File: config.mk
export PLATFORM = sky130hd
export DESIGN_NAME = tspa_fifo
export DESIGN_NICKNAME = d
export VERILOG_FILES = /design/src/hdl/tspa_pkg.sv /design/src/hdl/tspa_fifo.sv
export SDC_FILE = /design/constraint.sdc
export NUM_CORES = 1
export LEC_CHECK = 0
export ABC_AREA = 0
export BUFFER_PORTS_ARGS = -buffer_cell sky130_fd_sc_hd__buf_2
export CORE_MARGIN = 1
export CORE_UTILIZATION = 52
export DETAILED_ROUTE_END_ITERATION = 10
export PLACE_DENSITY = 0.78
export RECOVER_POWER = 25
export REMOVE_ABC_BUFFERS = 1
export SKIP_LAST_GASP = 1
export SLEW_MARGIN = 10
export SYNTH_ARGS = -nofsm -noshare
export SYNTH_HDL_FRONTEND = slang
export SYNTH_SLANG_ARGS = --single-unit
File: constraint.sdc
create_clock -name clk_i -period 5.7 [get_ports clk_i]
set_clock_uncertainty 0.2 [all_clocks]
set_input_delay 0.855 -clock clk_i [delete_from_list [all_inputs] [get_ports clk_i]]
set_output_delay 0.855 -clock clk_i [all_outputs]
set_load 0.01 [all_outputs]
File: src/hdl/tspa_pkg.sv
package tspa_pkg;

  // Default table dimensions.
  localparam int SLOTS_DEF      = 64;
  localparam int CATEGORIES_DEF = 2;

  // Field widths.
  localparam int POS_W    = 16;
  localparam int COORD_W  = 12;
  localparam int SLOT_W   = 6;
  localparam int VOL_W    = 7;
  localparam int SUM_W    = 32;
  localparam int DIST_W   = 17;
  localparam int NUM_W    = 19;
  localparam int QUOT_W   = 7;

  // The slot and category fields limit how many table entries can be reached.
  localparam int SLOT_FIELD_MAX = 64;
  localparam int CAT_FIELD_MAX  = 2;

  // Depth of the queue between the front and back ends.
  localparam int QUEUE_DEPTH = 2;

  // Reset values of the configuration registers and the full volume.
  localparam logic [COORD_W-1:0] LEFT_CENTRE_RST  = 12'd200;
  localparam logic [COORD_W-1:0] RIGHT_CENTRE_RST = 12'd600;
  localparam logic [COORD_W-1:0] NEAR_RADIUS_RST  = 12'd200;
  localparam logic [COORD_W-1:0] FAR_RADIUS_RST   = 12'd400;
  localparam logic [VOL_W-1:0]   VOL_FULL         = 7'd100;

  // Configuration register indexes.
  localparam int CFG_IDX_W = 2;
  localparam logic [CFG_IDX_W-1:0] CFG_LEFT_CENTRE  = 2'd0;
  localparam logic [CFG_IDX_W-1:0] CFG_RIGHT_CENTRE = 2'd1;
  localparam logic [CFG_IDX_W-1:0] CFG_NEAR_RADIUS  = 2'd2;
  localparam logic [CFG_IDX_W-1:0] CFG_FAR_RADIUS   = 2'd3;

  // Input item.
  typedef struct packed {
    logic                    cmd;
    logic                    category;
    logic [SLOT_W-1:0]       slot;
    logic signed [POS_W-1:0] world_x;
    logic signed [POS_W-1:0] camera_x;
  } item_t;

  // Result item.
  typedef struct packed {
    logic [VOL_W-1:0] left_volume;
    logic [VOL_W-1:0] right_volume;
    logic [SUM_W-1:0] left_total;
    logic [SUM_W-1:0] right_total;
    logic             silent;
  } result_t;

  // Configuration registers.
  typedef struct packed {
    logic [COORD_W-1:0] left_centre;
    logic [COORD_W-1:0] right_centre;
    logic [COORD_W-1:0] near_radius;
    logic [COORD_W-1:0] far_radius;
  } cfg_t;

  // Classified ear: either a fixed volume or a division still to do.
  typedef struct packed {
    logic               div;
    logic [VOL_W-1:0]   vol;
    logic [NUM_W-1:0]   num;
    logic [COORD_W-1:0] den;
  } ear_t;

  // Queue entry handed from the front end to the back end.
  typedef struct packed {
    logic              frame;
    logic              in_range;
    logic              category;
    logic [SLOT_W-1:0] slot;
    ear_t              ear_l;
    ear_t              ear_r;
  } entry_t;

  // Queue status.
  typedef struct packed {
    logic full;
    logic empty;
  } q_status_t;

  // Back end sequencer states.
  typedef enum logic {
    BK_IDLE,
    BK_CALC
  } back_state_e;

endpackage

File: src/hdl/tspa_fifo.sv
module tspa_fifo (
  input  logic                clk_i,
  input  logic                rst_ni,
  input  logic                push_i,
  input  tspa_pkg::entry_t    entry_i,
  input  logic                pop_i,
  output tspa_pkg::q_status_t stat_o,
  output tspa_pkg::entry_t    entry_o
);

  localparam int Depth = tspa_pkg::QUEUE_DEPTH;
  localparam int PtrW  = (Depth > 1) ? $clog2(Depth) : 1;
  localparam int CntW  = $clog2(Depth + 1);

  tspa_pkg::entry_t entries_q [Depth];
  logic [PtrW-1:0]  wr_ptr_q, wr_ptr_d;
  logic [PtrW-1:0]  rd_ptr_q, rd_ptr_d;
  logic [CntW-1:0]  cnt_q, cnt_d;

  function automatic logic [PtrW-1:0] ptr_next(input logic [PtrW-1:0] p);
    if (p == PtrW'(Depth - 1)) begin
      return '0;
    end
    return p + PtrW'(1);
  endfunction

  // Pointer and fill count updates.
  always_comb begin
    wr_ptr_d = push_i ? ptr_next(wr_ptr_q) : wr_ptr_q;
    rd_ptr_d = pop_i ? ptr_next(rd_ptr_q) : rd_ptr_q;
    cnt_d    = cnt_q;
    if (push_i && !pop_i) begin
      cnt_d = cnt_q + CntW'(1);
    end else if (pop_i && !push_i) begin
      cnt_d = cnt_q - CntW'(1);
    end
  end

  always_ff @(posedge clk_i or negedge rst_ni) begin
    if (!rst_ni) begin
      wr_ptr_q <= '0;
      rd_ptr_q <= '0;
      cnt_q    <= '0;
    end else begin
      wr_ptr_q <= wr_ptr_d;
      rd_ptr_q <= rd_ptr_d;
      cnt_q    <= cnt_d;
    end
  end

  // Entry storage.
  always_ff @(posedge clk_i) begin
    if (push_i) begin
      entries_q[wr_ptr_q] <= entry_i;
    end
  end

  // Status and head of the queue.
  assign stat_o.full  = (cnt_q == CntW'(Depth));
  assign stat_o.empty = (cnt_q == '0);
  assign entry_o      = entries_q[rd_ptr_q];

endmodule

# [After elaboration in Yosys (flattened, before gate mapping)]
# Memories as Yosys holds them, arrays and structs flattened.
# Cells that the tools add are included.
[totals] word_cells=25 ramBits=174 regBits=4 input_bits=91 output_inout_bits=89 memories=1
[memory_table] name="entries_q" words=2 width=87 rd=1 rd_clocked_by_memory_dff=0 write_ports=1 line="tspa_fifo.sv:15" rtl="tspa_pkg::entry_t entries_q [Depth];"
[classes] n_eq_ne=1 mux=10 addsub=4 n_reduce_logical=6
[ops] operator="1-bit 2-to-1 mux" n=8
[ops] operator="2-bit 2-to-1 mux" n=2
[ops] operator="1-bit adder, second input constant" n=2
[ops] operator="2-bit by 1-bit adder with 2-bit output, second input constant" n=1
[ops] operator="2-bit equality test, second input constant" n=1
[ops] operator="1-bit logical AND" n=2
[ops] operator="1-bit logical NOT" n=2
[ops] operator="2-bit logical NOT" n=1
[ops] operator="2-bit nonzero test" n=1
[ops] operator="2-bit by 1-bit subtractor with 2-bit output, second input constant" n=1

# [Longest topological paths before layout]
# Gate-level depths: netlist (run 1).
[logic_depth] word_depth=4 mapped_depth=5 ltp_nobuf=5

# [Worst setup path after synthesis (run 1)]
# OpenSTA, ideal clock, no wires.
[synth_timing] path_kind="input-to-reg" startpoint="input port push_i" endpoint="memory entries_q[0][0] in the netlist's numbering (enable)" n_path_buf=0 cell_stages=1 t_arrival_ns=4.652 setup_slack_ns=0.305 required_ns=4.956 setup_time_ns=0.544 path_cell_list="nor2b_1"
[synth_via] elab_chain_len=2
[synth_lines] item="start: declaration" line="tspa_fifo.sv:4" rtl="input logic push_i,"
[synth_lines] item="1-bit 2-to-1 mux" line="tspa_fifo.sv:53" rtl="if (push_i) begin"
[synth_lines] item="1-bit 2-to-1 mux (implied by the code)" line="tspa_fifo.sv:54" rtl="entries_q[wr_ptr_q] <= entry_i;"
[synth_lines] item="end: declaration" line="tspa_fifo.sv:15"
# No other way between the ends.

==> summary.md, run 1 <==
| Metric | Value |
|---|---|
| Min-delay worst type | `input pin to async pin` |
| Critical Path AT | `2460 ps` |
| DIE HEIGHT | `114 µm` |
| Final global-route overflow total | `0` |
| Final period utilization | `0.616` |
| Slew @ Worst Pin | `1180 ps` |
| Clock Power Share | `0.284` |
| Worst setup SP type | `register` |
| Slew headroom | `0.214` |
| Routed WL | `10800 µm` |
| Max frequency | `0.285 GHz` |
| Diodes inserted | `0` |
| Max Transition Viols Final | `0` |
| Initial antenna violation count | `0` |
| Pint | `3.00 mW` |
| Mapped Avg Cell Area | `approximately 23 µm²` |
| Register area | `5330 µm²` |
| CTS tree | `yes` |
| GP Congestion | `roughly 0.68` |
| Nets | `570` |
| Number of max-cap violations | `0` |
| Reg2Reg Depth | `2` |
| Syn-to-layout area delta | `25.2%` |
| Clk buf depth | `2` |
| Setup violators final | `0` |
| Number of global-route vias before repair | `~3200` |
| Final worst path period need | `3510 ps` |
| Synth cell types | `13` |
| Num rows | `40` |
| Starting Density | `0.540` |
| Ports | `180` |
| RSZ-0062 raised after global routing | `false` |
| #FFs+latches synth | `178` |
| Placed cells | `627` |
| Share of cells above drive strength 1 | `0.585` |
| CP Capture Type | `primary output` |
| CTS Hold Buffers Added | `0` |
| Psw | `1.10 mW` |
| Final HPWL DP | `6840 µm` |
| Worst r2r src | `wr_ptr_q` |
| Pwr Density | `between 500 and 600 nW/µm²` |
| Detailed-route via count | `between 3000 and 4000` |
| Most frequent cells in the layout | `174 x edfxtp_1, 166 x buf_2, 67 x mux2_2, 20 x mux2_4, 17 x clkbuf_16` |
| CP Max Fanout | `55` |
| Pleak | `about 3.1 nW` |
| Register area share after synthesis | `0.814` |
| Combinational Power Share | `0.255` |
| Residual DRC | `0` |
| Core region area | `12100 µm²` |
| Yosys warning count | `0` |
| First-pass GRT wire length | `15800 µm` |
| Hold slack | `approximately 55 ps` |
| Status | `finished, final reports clean` |
| Port bufs | `179` |
| Reg2reg end | `entries_q[1][56]` |
| Antenna Nets Post-Route | `0` |
| CTS resizes | `0` |
| WL/cell | `roughly 16 µm` |
| Total CTS buffers | `17` |
| WS Path Type | `register to primary output` |
| Vias/cell | `4.97` |
| Setup TNS | `0 ps` |
| Post-route insts no fill | `657` |
| Switching Share | `0.268` |
| Area used by multi-input combinational logic | `around 1100 µm²` |
| # clock sinks | `178` |
| Final hold violation count | `0` |
| Commonest non-fill, non-tap cell in the layout | `edfxtp_1` |
| Reg2reg setup slack | `3490 ps` |
| 1st-iter DRT viols | `between 200 and 300` |
| CTS H-tree lvls | `4` |
| Fillers | `approximately 850` |
| DR pass1 iterations | `4` |
| Crit path required time | `4640 ps` |
| Die Span X | `about 110 µm` |
| Max rail drop VDD | `0.237 mV` |
| Clk Latency, worst-skew pair | `between 400 and 500 ps` |
| Clock slew at reported path FFs | `60 ps` |
| Synthesized cell area | `about 6500 µm²` |
| Setup Buffers After CTS | `0` |
| Register share of total power | `0.461` |
| Die ar. | `13000 µm²` |
| Tot GR Track Use | `0.169` |
| Gate Count Post-Synth | `roughly 290` |
| Root Buffer | `clkbuf_16` |
| Largest net degree at the start of global routing | `88` |
how the worst max path moves through the flow:
stage                   from              end  slack, ps
floorplan             push_i  entries_q[0][0]        300
global placement    rd_ptr_q      entry_o[16]       2600
detailed placement  rd_ptr_q      entry_o[31]       2570
CTS                 rd_ptr_q      entry_o[30]       2110
global route        rd_ptr_q      entry_o[30]       2020
finish              rd_ptr_q      entry_o[31]       2190
cell families (layout without fill, tap and decap cells):
family	after synthesis	in the layout	synth area share
and+or+nand+nor	5	5	0.00402
muxes	87	87	0.161
buffers and inverters	11	213	0.0120
adders and majority gates	1	1	0.00191
DFF	178	178	0.814
xor gates and xnor gates	5	5	0.00669
final cells by class:
type | instances | share of cell area
inverter | 1 | 0.000458
timing repair buffer | 182 | 0.110
sequential | 178 | 0.651
clock buffer | 18 | 0.0524
clock inverter | 12 | 0.0203
tap | 168 | 0.0257
multi-input combinational | 98 | 0.140
sequential cells by signal (all words and copies together), names as in the netlist:
register	count
rd_ptr_q	1
entries_q	174
wr_ptr_q	1
cnt_q	2
critical path: stages (launching register included):
cell and delay, ps:
dfrtp_4 930, buf_4 560, mux2_2 390, buf_2 140
metal layers:
| metal | track usage | vias to the layer above | part of all wire |
|---|---|---|---|
| met1 | 0.205 | 1600 | 0.41 |
| li1 | - | 1521 | - |
| met2 | 0.276 | 127 | 0.50 |
| met3 | 0.0513 | 15 | 0.071 |
| met5 | 0 | - | 0 |
| met4 | 0.0857 | 0 | 0.017 |
synthesized netlist by cell type:
library cell,instances,share of area
edfxtp_1,174,0.80
mux2_2,67,0.12
mux2_4,20,0.046
buf_2,6,0.0046
buf_6,4,0.0069
dfrtp_1,4,0.015
xor2_1,4,0.0054
nor2_1,2,0.0011
nor2b_1,2,0.0019
and2_1,1,0.00096
ha_1,1,0.0019
inv_1,1,0.00057
xnor2_1,1,0.0013
power groups by stage:
stage	Sequential [mW]	Combinational, mW	Clock [mW]
2_1_floorplan	1.93	0.683	0
3_3_place_gp	1.91	1.05	0
3_5_place_dp	1.92	1.06	0
4_1_cts	1.90	1.07	1.18
5_1_grt	1.92	1.12	1.23
6_report	1.89	1.05	1.16
stage by stage:
stage | power [mW] | util | cell area (µm²) | setup slack, ps
floorplan | 2.61 | - | 6470 | 305
global placement | 2.96 | 0.628 | 7610 | 2600
detailed placement | 2.98 | 0.628 | 7610 | 2570
CTS | 4.14 | 0.677 | 8200 | 2110
global route | 4.27 | 0.676 | 8190 | 2020
finish | 4.10 | 0.676 | 8190 | 2190
Note: power is estimated with default switching activity, not from simulation.
==> run 2: changes to the inputs <==
Clock period 5.7 ns to 3.6 ns, I/O delays scaled along.
==> summary.md, run 2 (synthesis gave the netlist of run 1 again) <==
| Metric | Value |
|---|---|
| Port bufs | `179 (unchanged)` |
| Total CTS buffers | `17 (unchanged)` |
| Final global-route overflow total | `0 (unchanged)` |
| Final worst path period need | `between 3000 and 4000 ps` |
| RSZ-0062 raised after global routing | `false` |
| CP Max Fanout | `49 (-11%)` |
| Critical Path AT | `2290 ps (-170 ps)` |
| CTS H-tree lvls | `4 (unchanged)` |
| Most frequent cells in the layout | `174 x edfxtp_1, 165 x buf_2, 67 x mux2_2, 20 x mux2_4, 17 x clkbuf_16` |
| Status | `finished, final reports clean` |
| Share of cells above drive strength 1 | `0.590 (+0.00503)` |
| Fin area | `8200 µm² (about the same)` |
| Die Span X | `114 µm (unchanged)` |
| Max stage delay on crit path | `920 ps (about the same)` |
| Starting Density | `0.540 (unchanged)` |
| Min-delay worst type | `input pin to register` |
| Most flop-heavy register | `entries_q` |
| Ports | `180 (unchanged)` |
| Antenna Nets Post-Route | `0 (unchanged)` |
| GP Congestion | `0.753 (+10%)` |
| CP max-delay cell | `dfrtp_4` |
| CP Capture Type | `primary output` |
| Final period utilization | `0.842` |
| Core region area | `12100 µm² (unchanged)` |
| Clock slew at reported path FFs | `70 ps (about the same)` |
| Setup Buffers After CTS | `0 (unchanged)` |
| Worst setup SP type | `register` |
| DIE HEIGHT | `114 µm (unchanged)` |
| Max Transition Viols Final | `0 (unchanged)` |
| 1st-iter DRT viols | `177 (-29%)` |
| Pwr Density | `780 nW/µm² (+56%)` |
| Critical path's top delay family | `flip-flops` |
| Setup violators final | `0 (unchanged)` |
| Hold slack | `106 ps (+51.8 ps)` |
| Number of max-cap violations | `0 (unchanged)` |
| Diodes inserted | `0 (unchanged)` |
| Worst Path Buf+Inv | `2 (unchanged)` |
| Die ar. | `13000 µm² (unchanged)` |
| Max rail drop VDD | `0.468 mV (+98%)` |
| Final HPWL DP | `7310 µm (+6.8%)` |
| WS Path Type | `register to primary output` |
| Post-Place Cell Area | `7640 µm² (+0.46%)` |
| Initial antenna violation count | `0 (unchanged)` |
| Largest register FFs | `174 (unchanged)` |
| # clock sinks | `178 (unchanged)` |
| Routed WL | `10900 µm (+0.87%)` |
| Fin util | `0.677 (about the same)` |
| Largest net degree at the start of global routing | `50 (-43%)` |
| Fillers | `840 (-0.71%)` |
| Syn-to-layout area delta | `25.3% (about the same)` |
| Vias/cell | `4.89 (-1.6%)` |
| Nets | `574 (+0.70%)` |
| Clk buf depth | `2 (unchanged)` |
| DR pass1 iterations | `4 (unchanged)` |
| Residual DRC | `0 (unchanged)` |
| Num rows | `40 (unchanged)` |
| CP cell instances | `buf_4 -> mux2_2 -> buf_2` |
| Root Buffer | `clkbuf_16` |
| Detailed-route via count | `3240 (-0.70%)` |
| Commonest non-fill, non-tap cell in the layout | `edfxtp_1` |
| Number of global-route vias before repair | `3401 (+4.8%)` |
| Crit path required time | `2860 ps (-1780 ps)` |
| Clk Latency, worst-skew pair | `410 ps (about the same)` |
| First-pass GRT wire length | `16700 µm (+5.2%)` |
| CTS tree | `yes` |
| Slew headroom | `0.501 (+0.286)` |
| Pleak | `3.12 nW (-0.21%)` |
| Tot GR Track Use | `0.175 (+0.00576)` |
| Post-route insts no fill | `663 (+0.91%)` |
| Placed cells | `630 (+0.48%)` |
| Largest regs | `entries_q x174, cnt_q x2` |
| Final hold violation count | `0 (unchanged)` |
| WL/cell | `16.4 µm (about the same)` |
| CTS resizes | `0 (unchanged)` |
| Slew @ Worst Pin | `749 ps (-430 ps)` |
| Max frequency | `between 0.3 and 0.4 GHz` |
-- run 2: cell count changes in the layout (fill, tap and decap cells not counted), sizes merged --
cell,before,now
inv,1,6
clkbuf,31,32
clkinvlp,2,5
bufinv,4,1
dlygate4sd3,0,1
clkinv,6,3
buf,169,171
-- run 2: final cells by class --
class                      count  area, µm²  share of cell area
sequential                   178       5330               0.650
multi-input combinational     98       1150               0.140
timing repair buffer         186        946               0.115
clock buffer                  18        429              0.0524
tap                          168        210              0.0256
clock inverter                14        130              0.0159
inverter                       1       3.75            0.000458
-- run 2: repair_timing --
| action | in CTS | in global routing |
|---|---|---|
| hold endpoints to repair | 4 | 0 |
| hold buffers | 1 | 0 |
| endpoints found under the setup margin | 0 | 0 |
-- run 2: path summary, 6_finish.rpt --
kind	to	from	cells after the start	slack, ps
worst max-delay path	entry_o[2]	rd_ptr_q	3	570
worst min-delay path	entries_q[1][40]	entry_i[40]	1	110
worst max register to register	entries_q[1][8]	wr_ptr_q	2	1730
worst min register to register	cnt_q[1]	cnt_q[1]	1	290
max in group asynchronous	rd_ptr_q	rst_ni	2	2780
min in group asynchronous	cnt_q[1]	rst_ni	2	280
-- run 2: through the flow --
stage | setup slack (ps) | TNS [ps] | power, mW
5_1_grt | 459 | 0 | 6.67
2_1_floorplan | -1480 | -128800 | 4.13
3_5_place_dp | 984 | 0 | 4.75
6_report | 569 | 0 | 6.39
4_1_cts | 521 | 0 | 6.46
3_3_place_gp | 1030 | 0 | 4.70
-- run 2: worst reg2reg max path, cell delays in order (launching register included) --
cell	delay (ps)
dfrtp_1	420
and2_4	570
buf_12	350
-- run 2: report_power, final --
part | switching, mW | leakage [nW] | internal (mW) | total, mW
sequential | 0.221 | 1.68 | 2.75 | 2.97
combinational | 0.830 | 1.18 | 0.874 | 1.70
clock | 0.755 | 0.260 | 0.960 | 1.72
-- run 2: per-layer routing --
layer,global-route usage,up-vias,share of wire
li1,-,1529,-
met1,0.198,1580,0.40
met2,0.301,114,0.51
met3,0.0572,17,0.067
met4,0.0823,0,0.020
met5,0,-,0
==> run 3: changes to the inputs <==
Settings changed: CORE_UTILIZATION 52 to 47, PLACE_DENSITY 0.78 to 0.75.
Clock period 3.6 ns to 2.5 ns, I/O delays scaled along.
==> summary.md, run 3 (synthesis gave the netlist of run 1 again) <==
| Metric | Value |
|---|---|
| Hold Path End | `wr_ptr_q` |
| Placed cells | `641 (+1.7%)` |
| Tot GR Track Use | `0.177 (+0.00182)` |
| Reg2Reg Depth | `2 (unchanged)` |
| Initial antenna violation count | `0 (unchanged)` |
| Register share of total power | `0.435 (-0.030)` |
| WL/cell | `16.2 µm (-1.5%)` |
| Worst setup SP type | `register` |
| Most flop-heavy register | `entries_q` |
| Worst r2r src | `wr_ptr_q` |
| Core region area | `13400 µm² (+11%)` |
| Pint | `6.96 mW (+52%)` |
| Reg2reg setup slack | `840 ps (-890 ps)` |
| Root Buffer | `clkbuf_16` |
| Met2 usage | `0.316 (+0.0154)` |
| Slew @ Worst Pin | `526 ps (-223 ps)` |
| Final period utilization | `0.934` |
| Reg2reg end | `entries_q[1][41]` |
| Clk Latency, worst-skew pair | `410 ps (about the same)` |
| Diodes inserted | `0 (unchanged)` |
| Number of global-route vias before repair | `3913 (+15%)` |
| DR pass1 iterations | `7 (+3)` |
| Largest net degree at the start of global routing | `50 (unchanged)` |
| Setup TNS | `0 ps (unchanged)` |
| Final HPWL DP | `7440 µm (+1.8%)` |
| Max frequency | `0.428 GHz` |
| Pwr Density | `1050 nW/µm² (+34%)` |
| Share of cells above drive strength 1 | `0.468 (-0.121)` |
| Switching Share | `0.274 (-0.00865)` |
| Number of max-cap violations | `0 (unchanged)` |
| Antenna Nets Post-Route | `0 (unchanged)` |
| Die Span X | `120 µm (+5.1%)` |
| Area used by multi-input combinational logic | `1150 µm² (unchanged)` |
| 1st-iter DRT viols | `163 (-7.9%)` |
| Starting Density | `0.488 (-0.0519)` |
| Largest register FFs | `174 (unchanged)` |
| Most frequent cells in the layout | `174 x edfxtp_1, 144 x buf_2, 89 x dlygate4sd3_1, 67 x mux2_2, 35 x clkbuf_1` |
| Syn-to-layout area delta | `40.0%` |
| Combinational Power Share | `0.295 (+0.028)` |
| Final global-route overflow total | `0 (unchanged)` |
| Total CTS buffers | `17 (unchanged)` |
| Max rail drop VDD | `0.635 mV (+36%)` |
| Max Transition Viols Final | `0 (unchanged)` |
| GRT busiest layer | `met2` |
| Min-delay worst type | `input pin to register` |
| CP Capture Type | `primary output` |
| CTS resizes | `0 (unchanged)` |
| Ports | `180 (unchanged)` |
| Status | `finished, final reports clean` |
| CTS H-tree lvls | `4 (unchanged)` |
| Residual DRC | `0 (unchanged)` |
| RSZ-0062 raised after global routing | `false` |
| Vias/cell | `4.80 (-1.8%)` |
| # clock sinks | `178 (unchanged)` |
| Slew headroom | `0.649 (+0.149)` |
| Die ar. | `14400 µm² (+10%)` |
| CP Max Fanout | `26 (-47%)` |
| Detailed-route via count | `3663 (+13%)` |
| WS Path Type | `register to primary output` |
| Hold Path Depth | `2 (+1)` |
| Routed WL | `12400 µm (+13%)` |
| Fin util | `0.683 (+0.00654)` |
| Port bufs | `179 (unchanged)` |
| Post-route insts no fill | `763 (+15%)` |
| First-pass GRT wire length | `18900 µm (+13%)` |
| Crit path required time | `1920 ps (-940 ps)` |
| DIE HEIGHT | `120 µm (+5.1%)` |
| Critical Path AT | `1760 ps (-530 ps)` |
| Register area | `5330 µm² (unchanged)` |
| GP Congestion | `0.694 (-7.7%)` |
| Min-delay src | `push_i` |
| Nets | `666 (+16%)` |
| Clock slew at reported path FFs | `60 ps (about the same)` |
| Met3 GRT Util | `0.0542 (-0.00299)` |
| Setup violators final | `0 (unchanged)` |
| Largest regs | `entries_q x174, cnt_q x2` |
| M1 GR Usage | `0.193 (-0.00464)` |
| Num rows | `42 (+5.0%)` |
| Fillers | `885 (+5.4%)` |
| Pleak | `3.49 nW (+12%)` |
| Commonest non-fill, non-tap cell in the layout | `edfxtp_1` |
| Final hold violation count | `0 (unchanged)` |
| Hold slack | `17.6 ps (-88.7 ps)` |
| Clock Power Share | `0.270 (+0.002)` |
| Tot Pwr | `9.59 mW (+50%)` |
| Psw | `2.63 mW (+45%)` |
| Final worst path period need | `roughly 2300 ps` |
| CTS tree | `yes` |
| Clk buf depth | `2 (unchanged)` |
[run 3: cell count changes in the layout (fill, tap and decap cells not counted), sizes merged, moves of 3 or more]
| cell | previous run | this run |
|---|---|---|
| dlygate4sd3 | 1 | 89 |
| clkinv | 3 | 6 |
| inv | 6 | 1 |
| buf | 171 | 155 |
| clkbuf | 32 | 55 |
| clkinvlp | 5 | 2 |
[run 3: what timing repair did]
item | CTS | global route
setup buffers | 0 | 1
hold buffers | 89 | 0
endpoints found under the setup margin | 0 | 43
hold endpoints to repair | 179 | 0
[run 3: metal layers]
layer  part of all wire  vias to the layer above
met5                  0                        -
li1                   -                     1714
met3              0.062                       19
met1               0.39                     1796
met4              0.019                        0
met2               0.53                      134
[run 3: worst max path at each step]
| stage | from | end | slack (ps) | cells after the start |
|---|---|---|---|---|
| 5_1_grt | rd_ptr_q | entry_o[82] | 80 | 3 |
| 6_report | rd_ptr_q | entry_o[5] | 160 | 3 |
| 3_5_place_dp | rd_ptr_q | entry_o[5] | 460 | 3 |
| 3_3_place_gp | rd_ptr_q | entry_o[19] | 470 | 3 |
| 4_1_cts | rd_ptr_q | entry_o[5] | 10 | 3 |
| 2_1_floorplan | wr_ptr_q | entries_q[0][0] | -2500 | 1 |
[run 3: layout make-up]
class,instances,share of cell area
clock buffer,21,0.0481
clock inverter,11,0.0152
inverter,1,0.000410
multi-input combinational,98,0.125
sequential,178,0.582
tap,176,0.0241
timing repair buffer,278,0.205
[run 3: power by group through the flow]
stage	Sequential, mW	Clock (mW)	Combinational, mW
floorplan	4.39	0	1.56
global placement	4.23	0	2.65
detailed placement	4.27	0	2.68
CTS	4.21	2.63	2.80
global route	4.22	2.74	3.03
finish	4.17	2.59	2.83
[run 3: through the flow]
| step | setup slack, ps | cell area [µm²] |
|---|---|---|
| floorplan | -2500 | 6470 |
| global placement | 474 | 7710 |
| detailed placement | 463 | 7710 |
| CTS | 9.64 | 9180 |
| global route | 83.0 | 9160 |
| finish | 164 | 9160 |
[run 3: worst max-delay path, cell delays in order, from the launching register on]
cell     delay (ps)
dfrtp_4         590
buf_12          240
mux2_2          360
buf_2           140
